### src/pva_pkg.sv
// shared types, constants and tuning tables of the polyphonic voice allocator
package pva_pkg;

  localparam int unsigned VoicesDef = 8;
  localparam int unsigned NumKeys   = 128;
  localparam int unsigned KeyW      = 7;
  localparam int unsigned VelW      = 7;
  localparam int unsigned TuneW     = 7;
  localparam int unsigned CfgIdxW   = 1;
  localparam int unsigned PitchW    = 24;
  localparam int unsigned MaskW     = 8;
  localparam int unsigned VoiceOutW = 3;

  // configuration register indexes
  localparam logic [CfgIdxW-1:0] CfgOctave = 1'b0;
  localparam logic [CfgIdxW-1:0] CfgFifth  = 1'b1;

  localparam logic [TuneW-1:0] TuneReset = 7'd64;

  // tempered step sizes in 1/10 cent, before adding the register value
  localparam logic signed [14:0] OctaveBase = 15'sd11936;
  localparam logic signed [14:0] FifthBase  = 15'sd6936;
  // just octave in 1/200 cent
  localparam logic signed [21:0] JiOctave   = 22'sd240000;

  typedef enum logic [1:0] {
    ACT_NONE    = 2'd0,
    ACT_START   = 2'd1,
    ACT_GLIDE   = 2'd2,
    ACT_RELEASE = 2'd3
  } act_e;

  typedef enum logic [3:0] {
    ST_CLEAR,
    ST_IDLE,
    ST_KEY,
    ST_GLIDE,
    ST_RR,
    ST_REL,
    ST_P1,
    ST_P2,
    ST_P3,
    ST_DONE
  } state_e;

  typedef struct packed {
    logic [KeyW-1:0] note;
    logic [VelW-1:0] level;
  } voice_t;

  // just intonation above c in 1/200 cent
  function automatic logic [17:0] ji_cents(input logic [3:0] n);
    logic [17:0] r;
    case (n)
      4'd0:    r = 18'd0;
      4'd1:    r = 18'd20991;
      4'd2:    r = 18'd40782;
      4'd3:    r = 18'd59503;
      4'd4:    r = 18'd77263;
      4'd5:    r = 18'd94156;
      4'd6:    r = 18'd110264;
      4'd7:    r = 18'd140391;
      4'd8:    r = 18'd168106;
      4'd9:    r = 18'd181173;
      4'd10:   r = 18'd193765;
      4'd11:   r = 18'd217654;
      default: r = 18'd0;
    endcase
    return r;
  endfunction

  // octave steps of a note from c
  function automatic logic signed [3:0] oct_step(input logic [3:0] n);
    logic signed [3:0] r;
    case (n)
      4'd0:    r = 4'sd0;
      4'd1:    r = -4'sd4;
      4'd2:    r = -4'sd1;
      4'd3:    r = 4'sd2;
      4'd4:    r = -4'sd2;
      4'd5:    r = 4'sd1;
      4'd6:    r = -4'sd3;
      4'd7:    r = 4'sd0;
      4'd8:    r = -4'sd4;
      4'd9:    r = -4'sd1;
      4'd10:   r = 4'sd2;
      4'd11:   r = -4'sd2;
      default: r = 4'sd0;
    endcase
    return r;
  endfunction

  // fifth steps of a note from c
  function automatic logic signed [4:0] fifth_step(input logic [3:0] n);
    logic signed [4:0] r;
    case (n)
      4'd0:    r = 5'sd0;
      4'd1:    r = 5'sd7;
      4'd2:    r = 5'sd2;
      4'd3:    r = -5'sd3;
      4'd4:    r = 5'sd4;
      4'd5:    r = -5'sd1;
      4'd6:    r = 5'sd6;
      4'd7:    r = 5'sd1;
      4'd8:    r = 5'sd8;
      4'd9:    r = 5'sd3;
      4'd10:   r = -5'sd2;
      4'd11:   r = 5'sd5;
      default: r = 5'sd0;
    endcase
    return r;
  endfunction

endpackage

### src/poly_voice_allocator.sv
// polyphonic voice allocator: pressed-key map and voice table in block memories
// an ignored event skips the voice scan; a release scans the voice table once, a note on
//   scans for an adjacent voice and then round-robin for a free one (one voice read per cycle)
// throughput: one event at a time; the next event is taken while a result waits
// reset: a clearing pass over the 128 keys wipes the key map and voice table, input held off
module poly_voice_allocator #(
  parameter int unsigned VOICES = pva_pkg::VoicesDef
) (
  input  logic                          clk_i,
  input  logic                          rst_ni,
  input  logic                          in_valid_i,
  output logic                          in_ready_o,
  input  logic                          cmd_i,
  input  logic [pva_pkg::KeyW-1:0]      key_i,
  input  logic [pva_pkg::VelW-1:0]      velocity_i,
  output logic                          out_valid_o,
  input  logic                          out_ready_i,
  output logic [1:0]                    action_o,
  output logic [pva_pkg::VoiceOutW-1:0] voice_o,
  output logic [pva_pkg::MaskW-1:0]     release_mask_o,
  output logic signed [pva_pkg::PitchW-1:0] pitch_o,
  output logic [pva_pkg::VelW-1:0]      level_o,
  input  logic                          cfg_we_i,
  input  logic [pva_pkg::CfgIdxW-1:0]   cfg_idx_i,
  input  logic [pva_pkg::TuneW-1:0]     cfg_data_i
);
  import pva_pkg::*;

  localparam int unsigned VW   = (VOICES > 1) ? $clog2(VOICES) : 1;
  localparam int unsigned CntW = VW + 1;

  // memories
  logic   pk_mem [NumKeys];
  voice_t vm_mem [VOICES];

  logic            pk_we;
  logic [KeyW-1:0] pk_waddr;
  logic            pk_wdata;
  logic            pk_rdata_q;

  logic          vm_we;
  logic [VW-1:0] vm_waddr;
  logic [VW-1:0] vm_raddr;
  voice_t        vm_wdata;
  voice_t        vm_rdata_q;

  // control state
  state_e          state_q, state_d;
  logic [KeyW-1:0] clr_cnt_q, clr_cnt_d;
  logic [VW-1:0]   rr_q, rr_d;
  logic [CntW-1:0] scan_cnt_q, scan_cnt_d;
  logic            ev_vld_q, ev_vld_d;
  logic            pass_q, pass_d;
  act_e            act_q, act_d;
  logic            out_valid_q, out_valid_d;
  logic [TuneW-1:0] octave_q, fifth_q;

  // item payload
  logic             cmd_q, cmd_d;
  logic [KeyW-1:0]  key_q, key_d;
  logic [VelW-1:0]  vel_q, vel_d;
  logic [KeyW-1:0]  old_note_q, old_note_d;
  logic [VW-1:0]    ev_idx_q, ev_idx_d;
  logic [VoiceOutW-1:0] voice_q, voice_d;
  logic [MaskW-1:0] mask_q, mask_d;
  logic signed [PitchW-1:0] acc_q, acc_d;

  // output register
  logic             out_load;
  act_e             out_act_q;
  logic [VoiceOutW-1:0] out_voice_q;
  logic [MaskW-1:0] out_mask_q;
  logic signed [PitchW-1:0] out_pitch_q;
  logic [VelW-1:0]  out_level_q;

  // pitch pipeline
  logic [KeyW-1:0]    pkey;
  logic [12:0]        div_prod;
  logic [3:0]         quot;
  logic [KeyW-1:0]    quot12;
  logic [3:0]         note_n;
  logic signed [4:0]  oct_s;
  logic signed [4:0]  m1_d, m1_q;
  logic signed [4:0]  m2_d, m2_q;
  logic signed [4:0]  oct_q;
  logic [17:0]        ji_q;
  logic signed [14:0] oct_size, fifth_size;
  logic signed [19:0] prod1_d, prod1_q, prod2_d, prod2_q;
  logic signed [21:0] jsum_d, jsum_q;
  logic signed [PitchW-1:0] tsum, temp_p, key_p;
  logic               ji_mode;

  // scan helpers
  logic [CntW-1:0] rr_sum;
  logic [VW-1:0]   scan_addr;
  logic            scan_last;
  logic            adj_hit;
  logic [VW-1:0]   idx_next;
  logic            note_on;

  assign ji_mode = (octave_q == '0) && (fifth_q == '0);

  // key / 12 by reciprocal, exact for seven-bit keys
  assign pkey     = pass_q ? old_note_q : key_q;
  assign div_prod = 13'(pkey) * 13'd43;
  assign quot     = div_prod[12:9];
  assign quot12   = KeyW'({3'b000, quot} * 7'd12);
  assign note_n   = 4'(pkey - quot12);
  assign oct_s    = $signed({1'b0, quot}) - 5'sd5;
  assign m1_d     = oct_s + 5'(oct_step(note_n)) + 5'sd1;
  assign m2_d     = fifth_step(note_n) - 5'sd3;

  assign oct_size   = OctaveBase + $signed({8'b0, octave_q});
  assign fifth_size = FifthBase + $signed({8'b0, fifth_q});
  assign prod1_d    = 20'(oct_size) * 20'(m1_q);
  assign prod2_d    = 20'(fifth_size) * 20'(m2_q);
  assign jsum_d     = 22'(oct_q) * JiOctave + $signed({4'b0000, ji_q});

  assign tsum   = PitchW'(prod1_q) + PitchW'(prod2_q);
  assign temp_p = (tsum <<< 4) + (tsum <<< 2);
  assign key_p  = ji_mode ? PitchW'(jsum_q) : temp_p;

  // round-robin address wraps once at most
  always_comb begin
    rr_sum = {1'b0, rr_q} + scan_cnt_q;
    if (rr_sum >= CntW'(VOICES)) begin
      rr_sum = rr_sum - CntW'(VOICES);
    end
  end

  assign scan_addr = (state_q == ST_RR) ? rr_sum[VW-1:0] : scan_cnt_q[VW-1:0];
  assign scan_last = (scan_cnt_q == CntW'(VOICES));
  assign adj_hit   = (vm_rdata_q.level != '0) &&
                     (({1'b0, vm_rdata_q.note} + 8'd1 == {1'b0, key_q}) ||
                      ({1'b0, vm_rdata_q.note} == {1'b0, key_q} + 8'd1));
  assign idx_next  = (ev_idx_q == VW'(VOICES - 1)) ? '0 : ev_idx_q + 1'b1;
  assign note_on   = cmd_q && (vel_q != '0);

  always_comb begin
    state_d     = state_q;
    clr_cnt_d   = clr_cnt_q;
    rr_d        = rr_q;
    scan_cnt_d  = scan_cnt_q;
    ev_vld_d    = 1'b0;
    ev_idx_d    = ev_idx_q;
    pass_d      = pass_q;
    act_d       = act_q;
    cmd_d       = cmd_q;
    key_d       = key_q;
    vel_d       = vel_q;
    old_note_d  = old_note_q;
    voice_d     = voice_q;
    mask_d      = mask_q;
    acc_d       = acc_q;
    out_load    = 1'b0;
    pk_we       = 1'b0;
    pk_waddr    = key_q;
    pk_wdata    = 1'b0;
    vm_we       = 1'b0;
    vm_waddr    = ev_idx_q;
    vm_wdata    = vm_rdata_q;
    vm_raddr    = scan_addr;

    unique case (state_q)
      ST_CLEAR: begin
        pk_we     = 1'b1;
        pk_waddr  = clr_cnt_q;
        if (clr_cnt_q < KeyW'(VOICES)) begin
          vm_we    = 1'b1;
          vm_waddr = clr_cnt_q[VW-1:0];
          vm_wdata = '0;
        end
        clr_cnt_d = clr_cnt_q + 1'b1;
        if (clr_cnt_q == KeyW'(NumKeys - 1)) begin
          state_d = ST_IDLE;
        end
      end
      ST_IDLE: begin
        if (in_valid_i) begin
          cmd_d   = cmd_i;
          key_d   = key_i;
          vel_d   = velocity_i;
          act_d   = ACT_NONE;
          voice_d = '0;
          mask_d  = '0;
          acc_d   = '0;
          pass_d  = 1'b0;
          state_d = ST_KEY;
        end
      end
      ST_KEY: begin
        scan_cnt_d = '0;
        if (note_on) begin
          if (!pk_rdata_q) begin
            pk_we    = 1'b1;
            pk_wdata = 1'b1;
            state_d  = ST_GLIDE;
          end else begin
            state_d = ST_DONE;
          end
        end else if (pk_rdata_q) begin
          pk_we    = 1'b1;
          pk_wdata = 1'b0;
          act_d    = ACT_RELEASE;
          state_d  = ST_REL;
        end else begin
          state_d = ST_DONE;
        end
      end
      ST_GLIDE, ST_RR, ST_REL: begin
        // issue the next voice read while the previous one is evaluated
        if (!scan_last) begin
          ev_vld_d   = 1'b1;
          ev_idx_d   = scan_addr;
          scan_cnt_d = scan_cnt_q + 1'b1;
        end
        if (ev_vld_q) begin
          if (state_q == ST_GLIDE) begin
            if (adj_hit) begin
              vm_we         = 1'b1;
              vm_wdata.note = key_q;
              old_note_d    = vm_rdata_q.note;
              voice_d       = VoiceOutW'(ev_idx_q);
              act_d         = ACT_GLIDE;
              ev_vld_d      = 1'b0;
              state_d       = ST_P1;
            end else if (scan_last) begin
              scan_cnt_d = '0;
              state_d    = ST_RR;
            end
          end else if (state_q == ST_RR) begin
            if (vm_rdata_q.level == '0) begin
              vm_we          = 1'b1;
              vm_wdata.note  = key_q;
              vm_wdata.level = vel_q;
              rr_d           = idx_next;
              voice_d        = VoiceOutW'(ev_idx_q);
              act_d          = ACT_START;
              ev_vld_d       = 1'b0;
              state_d        = ST_P1;
            end else if (scan_last) begin
              state_d = ST_DONE;
            end
          end else begin
            if (vm_rdata_q.note == key_q) begin
              vm_we          = 1'b1;
              vm_wdata.level = '0;
              if (vm_rdata_q.level != '0) begin
                mask_d = mask_q | MaskW'(1 << ev_idx_q);
              end
            end
            if (scan_last) begin
              state_d = ST_DONE;
            end
          end
        end
      end
      ST_P1: begin
        state_d = ST_P2;
      end
      ST_P2: begin
        state_d = ST_P3;
      end
      ST_P3: begin
        if (!pass_q) begin
          acc_d = (act_q == ACT_START) ? (key_p <<< 1) : key_p;
        end else begin
          acc_d = acc_q + key_p;
        end
        if ((act_q == ACT_GLIDE) && !pass_q) begin
          pass_d  = 1'b1;
          state_d = ST_P1;
        end else begin
          state_d = ST_DONE;
        end
      end
      ST_DONE: begin
        if (!out_valid_q || out_ready_i) begin
          out_load = 1'b1;
          state_d  = ST_IDLE;
        end
      end
      default: begin
        state_d = ST_IDLE;
      end
    endcase
  end

  assign out_valid_d = out_load | (out_valid_q & ~out_ready_i);

  always_ff @(posedge clk_i or negedge rst_ni) begin
    if (!rst_ni) begin
      state_q     <= ST_CLEAR;
      clr_cnt_q   <= '0;
      rr_q        <= '0;
      scan_cnt_q  <= '0;
      ev_vld_q    <= 1'b0;
      pass_q      <= 1'b0;
      act_q       <= ACT_NONE;
      out_valid_q <= 1'b0;
    end else begin
      state_q     <= state_d;
      clr_cnt_q   <= clr_cnt_d;
      rr_q        <= rr_d;
      scan_cnt_q  <= scan_cnt_d;
      ev_vld_q    <= ev_vld_d;
      pass_q      <= pass_d;
      act_q       <= act_d;
      out_valid_q <= out_valid_d;
    end
  end

  always_ff @(posedge clk_i or negedge rst_ni) begin
    if (!rst_ni) begin
      octave_q <= TuneReset;
      fifth_q  <= TuneReset;
    end else if (cfg_we_i) begin
      unique case (cfg_idx_i)
        CfgOctave: octave_q <= cfg_data_i;
        CfgFifth:  fifth_q  <= cfg_data_i;
        default: ;
      endcase
    end
  end

  always_ff @(posedge clk_i) begin
    cmd_q      <= cmd_d;
    key_q      <= key_d;
    vel_q      <= vel_d;
    old_note_q <= old_note_d;
    ev_idx_q   <= ev_idx_d;
    voice_q    <= voice_d;
    mask_q     <= mask_d;
    acc_q      <= acc_d;
    // pitch pipeline runs freely, the sequencer picks the valid stage
    m1_q       <= m1_d;
    m2_q       <= m2_d;
    oct_q      <= oct_s;
    ji_q       <= ji_cents(note_n);
    prod1_q    <= prod1_d;
    prod2_q    <= prod2_d;
    jsum_q     <= jsum_d;
  end

  always_ff @(posedge clk_i) begin
    if (out_load) begin
      out_act_q   <= act_q;
      out_voice_q <= voice_q;
      out_mask_q  <= mask_q;
      out_pitch_q <= acc_q;
      out_level_q <= (act_q == ACT_START) ? vel_q : '0;
    end
  end

  // key map memory, read at the transfer edge
  always_ff @(posedge clk_i) begin
    if (pk_we) begin
      pk_mem[pk_waddr] <= pk_wdata;
    end
    pk_rdata_q <= pk_mem[key_i];
  end

  // voice table memory
  always_ff @(posedge clk_i) begin
    if (vm_we) begin
      vm_mem[vm_waddr] <= vm_wdata;
    end
    vm_rdata_q <= vm_mem[vm_raddr];
  end

  assign in_ready_o     = (state_q == ST_IDLE);
  assign out_valid_o    = out_valid_q;
  assign action_o       = out_act_q;
  assign voice_o        = out_voice_q;
  assign release_mask_o = out_mask_q;
  assign pitch_o        = out_pitch_q;
  assign level_o        = out_level_q;

endmodule

### config.mk
export PLATFORM = sky130hd
export DESIGN_NAME = poly_voice_allocator
export DESIGN_NICKNAME = d
export VERILOG_FILES = /design/src/pva_pkg.sv /design/src/poly_voice_allocator.sv
export SDC_FILE = /design/constraint.sdc
export NUM_CORES = 1
export LEC_CHECK = 0
export BUFFER_PORTS_ARGS = -buffer_cell sky130_fd_sc_hd__buf_2
export CORE_UTILIZATION = 46
export DETAILED_ROUTE_END_ITERATION = 8
export SKIP_LAST_GASP = 1
export SLEW_MARGIN = 20
export SYNTH_ARGS = -nofsm -noshare
export SYNTH_HDL_FRONTEND = slang
export SYNTH_SLANG_ARGS = --single-unit
### constraint.sdc
create_clock -name clk_i -period 8.7 [get_ports clk_i]
set_clock_uncertainty 0.2 [all_clocks]
set_input_delay 0.435 -clock clk_i [delete_from_list [all_inputs] [get_ports clk_i]]
set_output_delay 0.435 -clock clk_i [all_outputs]
set_load 0.05 [all_outputs]
* Yosys cells after proc, flatten, opt, wreduce, memory -nomap -nowiden *
Memories as Yosys holds them, arrays and structs flattened. A register that Yosys moved wholly into a read port is not among the register bits.
Index checks and enable logic that the tools add are counted.

word-level totals
  flip-flop bits (word level) = 218
  RAM bits = 240
  ROM bits = 432
  bits of input ports = 28
  output and inout port bits = 46
  word-level logic and storage cells = 226
  memories kept = 5

operators by class
  add/sub/neg operators = 18
  multiply operators = 5
  $lt $le $gt $ge = 2
  equality and inequality tests = 32
  shifts and indexed selects = 1
  muxes and demuxes = 96
  bitwise logic cells = 7
  reductions and logical operators = 31

memories
  name              words  width  read ports  clocked after Yosys merged registers in  write ports  line                        RTL
  (name not given)  16     18     1           1                                        0            pva_pkg.sv:54               case (n)
  pk_mem            128    1      1           1                                        1            poly_voice_allocator.sv:33  logic pk_mem [NumKeys];
  vm_mem            8      14     1           1                                        1            poly_voice_allocator.sv:34  voice_t vm_mem [VOICES];
  (name not given)  16     5      1           0                                        0            pva_pkg.sv:96               case (n)
  (name not given)  16     4      1           0                                        0            pva_pkg.sv:75               case (n)

operators by type and width
  cell                     count
  $mux W24                 4
  $mux W4                  19
  $mux W7                  8
  $mux W8                  6
  $pmux W24 S2             1
  $mux W14                 3
  $mul A15 B5 Y20          2
  $mux W3                  11
  $pmux W4 S8              1
  $pmux W14 S2             1
  $mux W1                  27
  $add A24 B23 Y24         1
  $add A24 B24 Y24         1
  $add A22 B19 Y22         1
  $ne A2 B2 Y1 const B     11
  $add A20 B20 Y21         1
  $logic_not A7 Y1         3
  $add A7 B1 Y8 const B    2
  $eq A4 B3 Y1 const B     4
  $mux W2                  8
  $pmux W8 S2              1
  $add A14 B7 Y15 const A  1
  $mul A5 B12 Y15 const B  1
  $add A13 B7 Y14 const A  1
  50 further kinds         73

* Depth between registers and ports, before layout *
  depth after elaboration = 10
  gate-level depth with buffers = 32
  mapped depth without buffers = 29

* Least setup slack after synthesis *
OpenSTA, ideal clock, no wires.

  path kind = register to register
  start point = register pass_q
  end point = register m1_q[4]
  setup time = 122 ps
  data arrival time = 6347 ps
  required time = 8378 ps
  path slack = 2032 ps
  cell stages (with the launch flop) = 32
  buffers on the path = 4
  clock period less this slack = 6668 ps
  path through = dfrtp_1 > clkbuf_1 > clkbuf_1 > buf_1 > o21ai_0 > ha_1 > ha_1 > inv_1 > fa_1 > inv_1 > ha_1 > a41o_1 > a21o_1 > a21o_1 > a21oi_1 > o21a_1 > xnor2_1 > inv_1 > ha_1 > xnor2_1 > xnor2_1 > clkbuf_1 > nand2_1 > nor2_1 > a21oi_1 > ha_1 > fa_1 > inv_1 > a21o_1 > a21oi_1 > xor2_1 > xnor2_1

between the ends
  elaborated cells on any way between the ends = 8
  classes of those cells = add/sub: 4; mul: 2; mux: 1; memory: 1

RTL lines
  item                    line                         RTL
  start, declared         poly_voice_allocator.sv:53   logic pass_q, pass_d;
  start signal, assigned  poly_voice_allocator.sv:307  pass_q <= pass_d;
  $mux W7                 poly_voice_allocator.sv:104  assign pkey = pass_q ? old_note_q : key_q;
  $mul A7 B6 Y13          poly_voice_allocator.sv:105  assign div_prod = 13'(pkey) * 13'd43;
  $sub A4 B3 Y5           poly_voice_allocator.sv:109  assign oct_s = $signed({1'b0, quot}) - 5'sd5;
  net oct_s[0]            poly_voice_allocator.sv:82   logic signed [4:0] oct_s;
  $add A5 B4 Y5           poly_voice_allocator.sv:110  assign m1_d = oct_s + 5'(oct_step(note_n)) + 5'sd1;
  $add A5 B2 Y5           poly_voice_allocator.sv:110
  net m1_d[4]             poly_voice_allocator.sv:83   logic signed [4:0] m1_d, m1_q;
  end signal, assigned    poly_voice_allocator.sv:336  m1_q <= m1_d;
  end, declared           poly_voice_allocator.sv:83

The timed path passes the listed nets, and every way through them passes these cells.
A chain may end at the register's enable or synchronous reset.

* Worst setup path in the final report *
  start point = register pass_q
  end point = register m1_q[4]

between the ends
  word-level cells in the longest chain between the ends = 7
  elaborated cells on any way between the ends = 8
  classes of those cells = add/sub: 4; mul: 2; mux: 1; memory: 1

RTL lines
  item               line                         RTL
  $mux W7 (*)        poly_voice_allocator.sv:104
  $mul A7 B6 Y13     poly_voice_allocator.sv:105
  $mul A4 B2 Y2      poly_voice_allocator.sv:107  assign quot12 = KeyW'({3'b000, quot} * 7'd12);
  $sub A4 B4 Y4      poly_voice_allocator.sv:108  assign note_n = 4'(pkey - quot12);
  $mem_v2 Z16 W4     --
  $add A5 B4 Y5 (*)  poly_voice_allocator.sv:110
  $add A5 B2 Y5 (*)  poly_voice_allocator.sv:110
  net m1_d[4]        poly_voice_allocator.sv:83

Mark *: on every way through the listed nets, which the timed path passes. The rest lies on a longest branch.

==> impl_results.md <==
- Outcome: complete, no violations
- Final instance area: between 30000 and 40000 sq um
- DR vias: around 19000
- Adder-cell share of the synthesized area: 15.5%
- Post-synth EDFFs: about 340
- Detailed Route WL: roughly 64000 um
- Hold path startpoint: key_i[4]
- Class of the worst hold path: primary input to register
- Crit Path Max Fanout: 53
- Xor/xnor share of the synthesized area: between 4 and 5%
- Max_cap viols: 0
- Dpl hpwl: roughly 46000 um
- CP required: 8.95 ns
- Critical Path Stages: 29
- Simple-gate portion of the synthesized area: 11.5%
- Antenna Nets Post-Route: 0
- Layout cell share with drive strength beyond 1: 10.8%
- Data arrival, critical path: between 7 and 8 ns
- Syn nets: roughly 2900
- Crit path max-delay family: adder cells
- First drt pass iteration count: 5
- First-pass GRT wire length: between 100000 and 150000 um
- All-layer global routing usage: a little over a fifth
- Core area: around 60000 sq um
- Critical path class: register to register
- Gpl congestion: ~0.93
- Crit. Startpoint: pass_q
- Die Wd: 251 um
- Fill cells: 5358
- Clock Sinks: around 490
- Netlist cell types: 79
- Largest family of logic cells by synthesized area: adder cells
- Post-CTS sizing: 0
- Worst-margin pin slew: about 1.1 ns
- Worst hold slack: roughly 0.046 ns
- Nets: roughly 3000
- CP Buf/Inv Count: 4
- Top_reg_cell synth: edfxtp_1
- WL per Instance: approximately 19 um
- Largest net degree at the start of global routing: roughly 130
- Final worst slack: 1.38 ns
- Post-synthesis compound-gate area fraction: approximately 10%
- Post-synthesis sequential area ratio: between 40% and 50%
- Setup TNS: 0 ns
- Max_slew headroom: around a quarter
- # H-tree levels: 2
- Iter 0 DRT Violations: 1382
- Post-Syn Area: around 28000 sq um
- Total grt overflow: 0
- Slowest CP cell: xor2_1
- Vias in the first global route: 19171
- Port Buffers: 73
- Startpoint types: register
- Chip height: around 250 um
- Via density per instance: ~5.5
- Maximum clock rate: ~0.14 GHz
- Area of placed instances: 29600 sq um
- Final Max Tran Viols: 0
- Worst r2r src: pass_q
- Diodes inserted: 0
- Worst slack at placement: roughly 1.5 ns
- Post-CTS Setup Bufs: 0
- R2R depth: 29
- Avg Synthesized Cell Area: 11.3 sq um
- RSZ-0062 raised after global routing: false
- DRC violations left: 0
- Initial antenna violation count: 0
- Critical path endpoint: m1_q[4]
- Hold Vio Cnt, Final: 0
- R2R Path End: m1_q[4]
- Clock Tree Buf Depth: 3
- Area delta synth->final: 11.3%
- Tmin final: 7.32 ns
- Worst stage delay on the critical path: a little under 0.7 ns
- Period utilisation layout: 84.1%
- CTS Hold Bufs: 20
- Ys async rst share: under 10%
- Root buffer cell: clkbuf_16
- Initial Util: 46.8%
- Cells after Synth: about 2500
- Std-Cell Rows: 90
- Clk slew on worst S/H paths: around 0.06 ns
- Worst path most repeated cell: ha_1
- # IOs: 74
- Synth warn: 0
- Final setup viols: 0
- Mux contribution to synthesized area: under 10%
- CP endpoint kind: register
- Register-to-register setup slack: approximately 1.4 ns
- Total CTS buffers: 54
- Clock latency at the later pin of the worst-skew pair: roughly 0.63 ns
- #FFs+latches synth: 491
- Die area: roughly 63000 sq um
- CTS tree: done
## placed cells by master, fill, tap and decap left out, types with 27 or more instances in the layout
cell type	synthesis	final
inv_1	213	213
xor2_1	39	39
xnor2_1	94	94
clkbuf_16	0	54
dfrtp_1	35	34
nor2_1	279	269
mux4_2	56	56
and2_1	46	46
o21ai_0	102	97
dfxtp_1	110	110
a211oi_1	28	28
ha_1	223	223
nor3_1	28	28
buf_2	11	72
edfxtp_1	344	344
nor2b_1	30	29
a21o_1	36	36
mux2i_1	69	69
o21a_1	27	27
fa_1	81	81
a21oi_1	118	116
nand3_1	37	37
nand2b_1	37	37
nand2_1	192	191
## cells by family (layout without fill, tap and decap cells)
| group | Yosys count | in the layout |
|---|---|---|
| AO/OA/AOI/OAI | 438 | 438 |
| XOR/XNOR | 133 | 133 |
| adder cells (fa/ha/maj) | 304 | 304 |
| buffers and inverters | 301 | 418 |
| flip-flops | 491 | 491 |
| multiplexers | 145 | 145 |
| other | 1 | 1 |
| AND/OR/NAND/NOR | 717 | 717 |
## cells in the mapped netlist (46+ instances only)
| cell | n | area [sq um] |
|---|---|---|
| a21oi_1 | 118 | 591 |
| inv_1 | 213 | 800 |
| fa_1 | 81 | 1620 |
| ha_1 | 223 | 2790 |
| xnor2_1 | 94 | 823 |
| edfxtp_1 | 344 | 10300 |
| and2_1 | 46 | 288 |
| o21ai_0 | 102 | 510 |
| nand2_1 | 192 | 721 |
| clkbuf_1 | 68 | 255 |
| mux2i_1 | 69 | 691 |
| mux4_2 | 56 | 1260 |
| nor2_1 | 279 | 1050 |
| dfxtp_1 | 110 | 2200 |
## per-stage QoR
step | util [%] | std cells
2_1_floorplan | - | 2530
3_3_place_gp | 48.8 | 3310
3_5_place_dp | 48.8 | 3310
4_1_cts | 52.1 | 3429
5_1_grt | 52.1 | 3429
6_report | 52.1 | 3429
## layout make-up
type / count / area (sq um) / area share, %
inverters: 214 / 803 / 2.53
clock inverters: 35 / 420 / 1.33
clock buffers: 64 / 1420 / 4.48
repair buffers: 105 / 662 / 2.09
well taps: 782 / 978 / 3.09
multi-input cells: 1738 / 13900 / 44.0
flip-flops and latches: 491 / 13500 / 42.5
## state kept, by name, summed over array words and instances, names as in the netlist, 8 cells and up
| register | cells |
|---|---|
| pk_mem | 128 |
| prod1_q | 20 |
| acc_q | 24 |
| prod2_q | 20 |
| vm_rdata_q | 14 |
| release_mask_o | 8 |
| pitch_o | 24 |
| vm_mem | 112 |
| jsum_q | 22 |
| ji_q | 18 |
| mask_q | 8 |
## worst min path at each step
stage                      to  slack [ns]  cells past startpoint
CTS                  key_q[4]       0.009                      1
global placement    jsum_q[3]        0.11                      0
finish               key_q[4]        0.05                      1
floorplan            act_q[0]       -0.06                      0
global route         key_q[4]        0.02                      1
detailed placement  jsum_q[3]        0.11                      0
## layer usage
layer	wire length, um	GRT usage (%)
met2	31700	36.2
met5	0	0
met4	2370	7.98
met1	27100	26.2
met3	3010	3.31
Power is not shown: default switching activity piles up to over one toggle a cycle in this logic, so the estimate is an artifact.
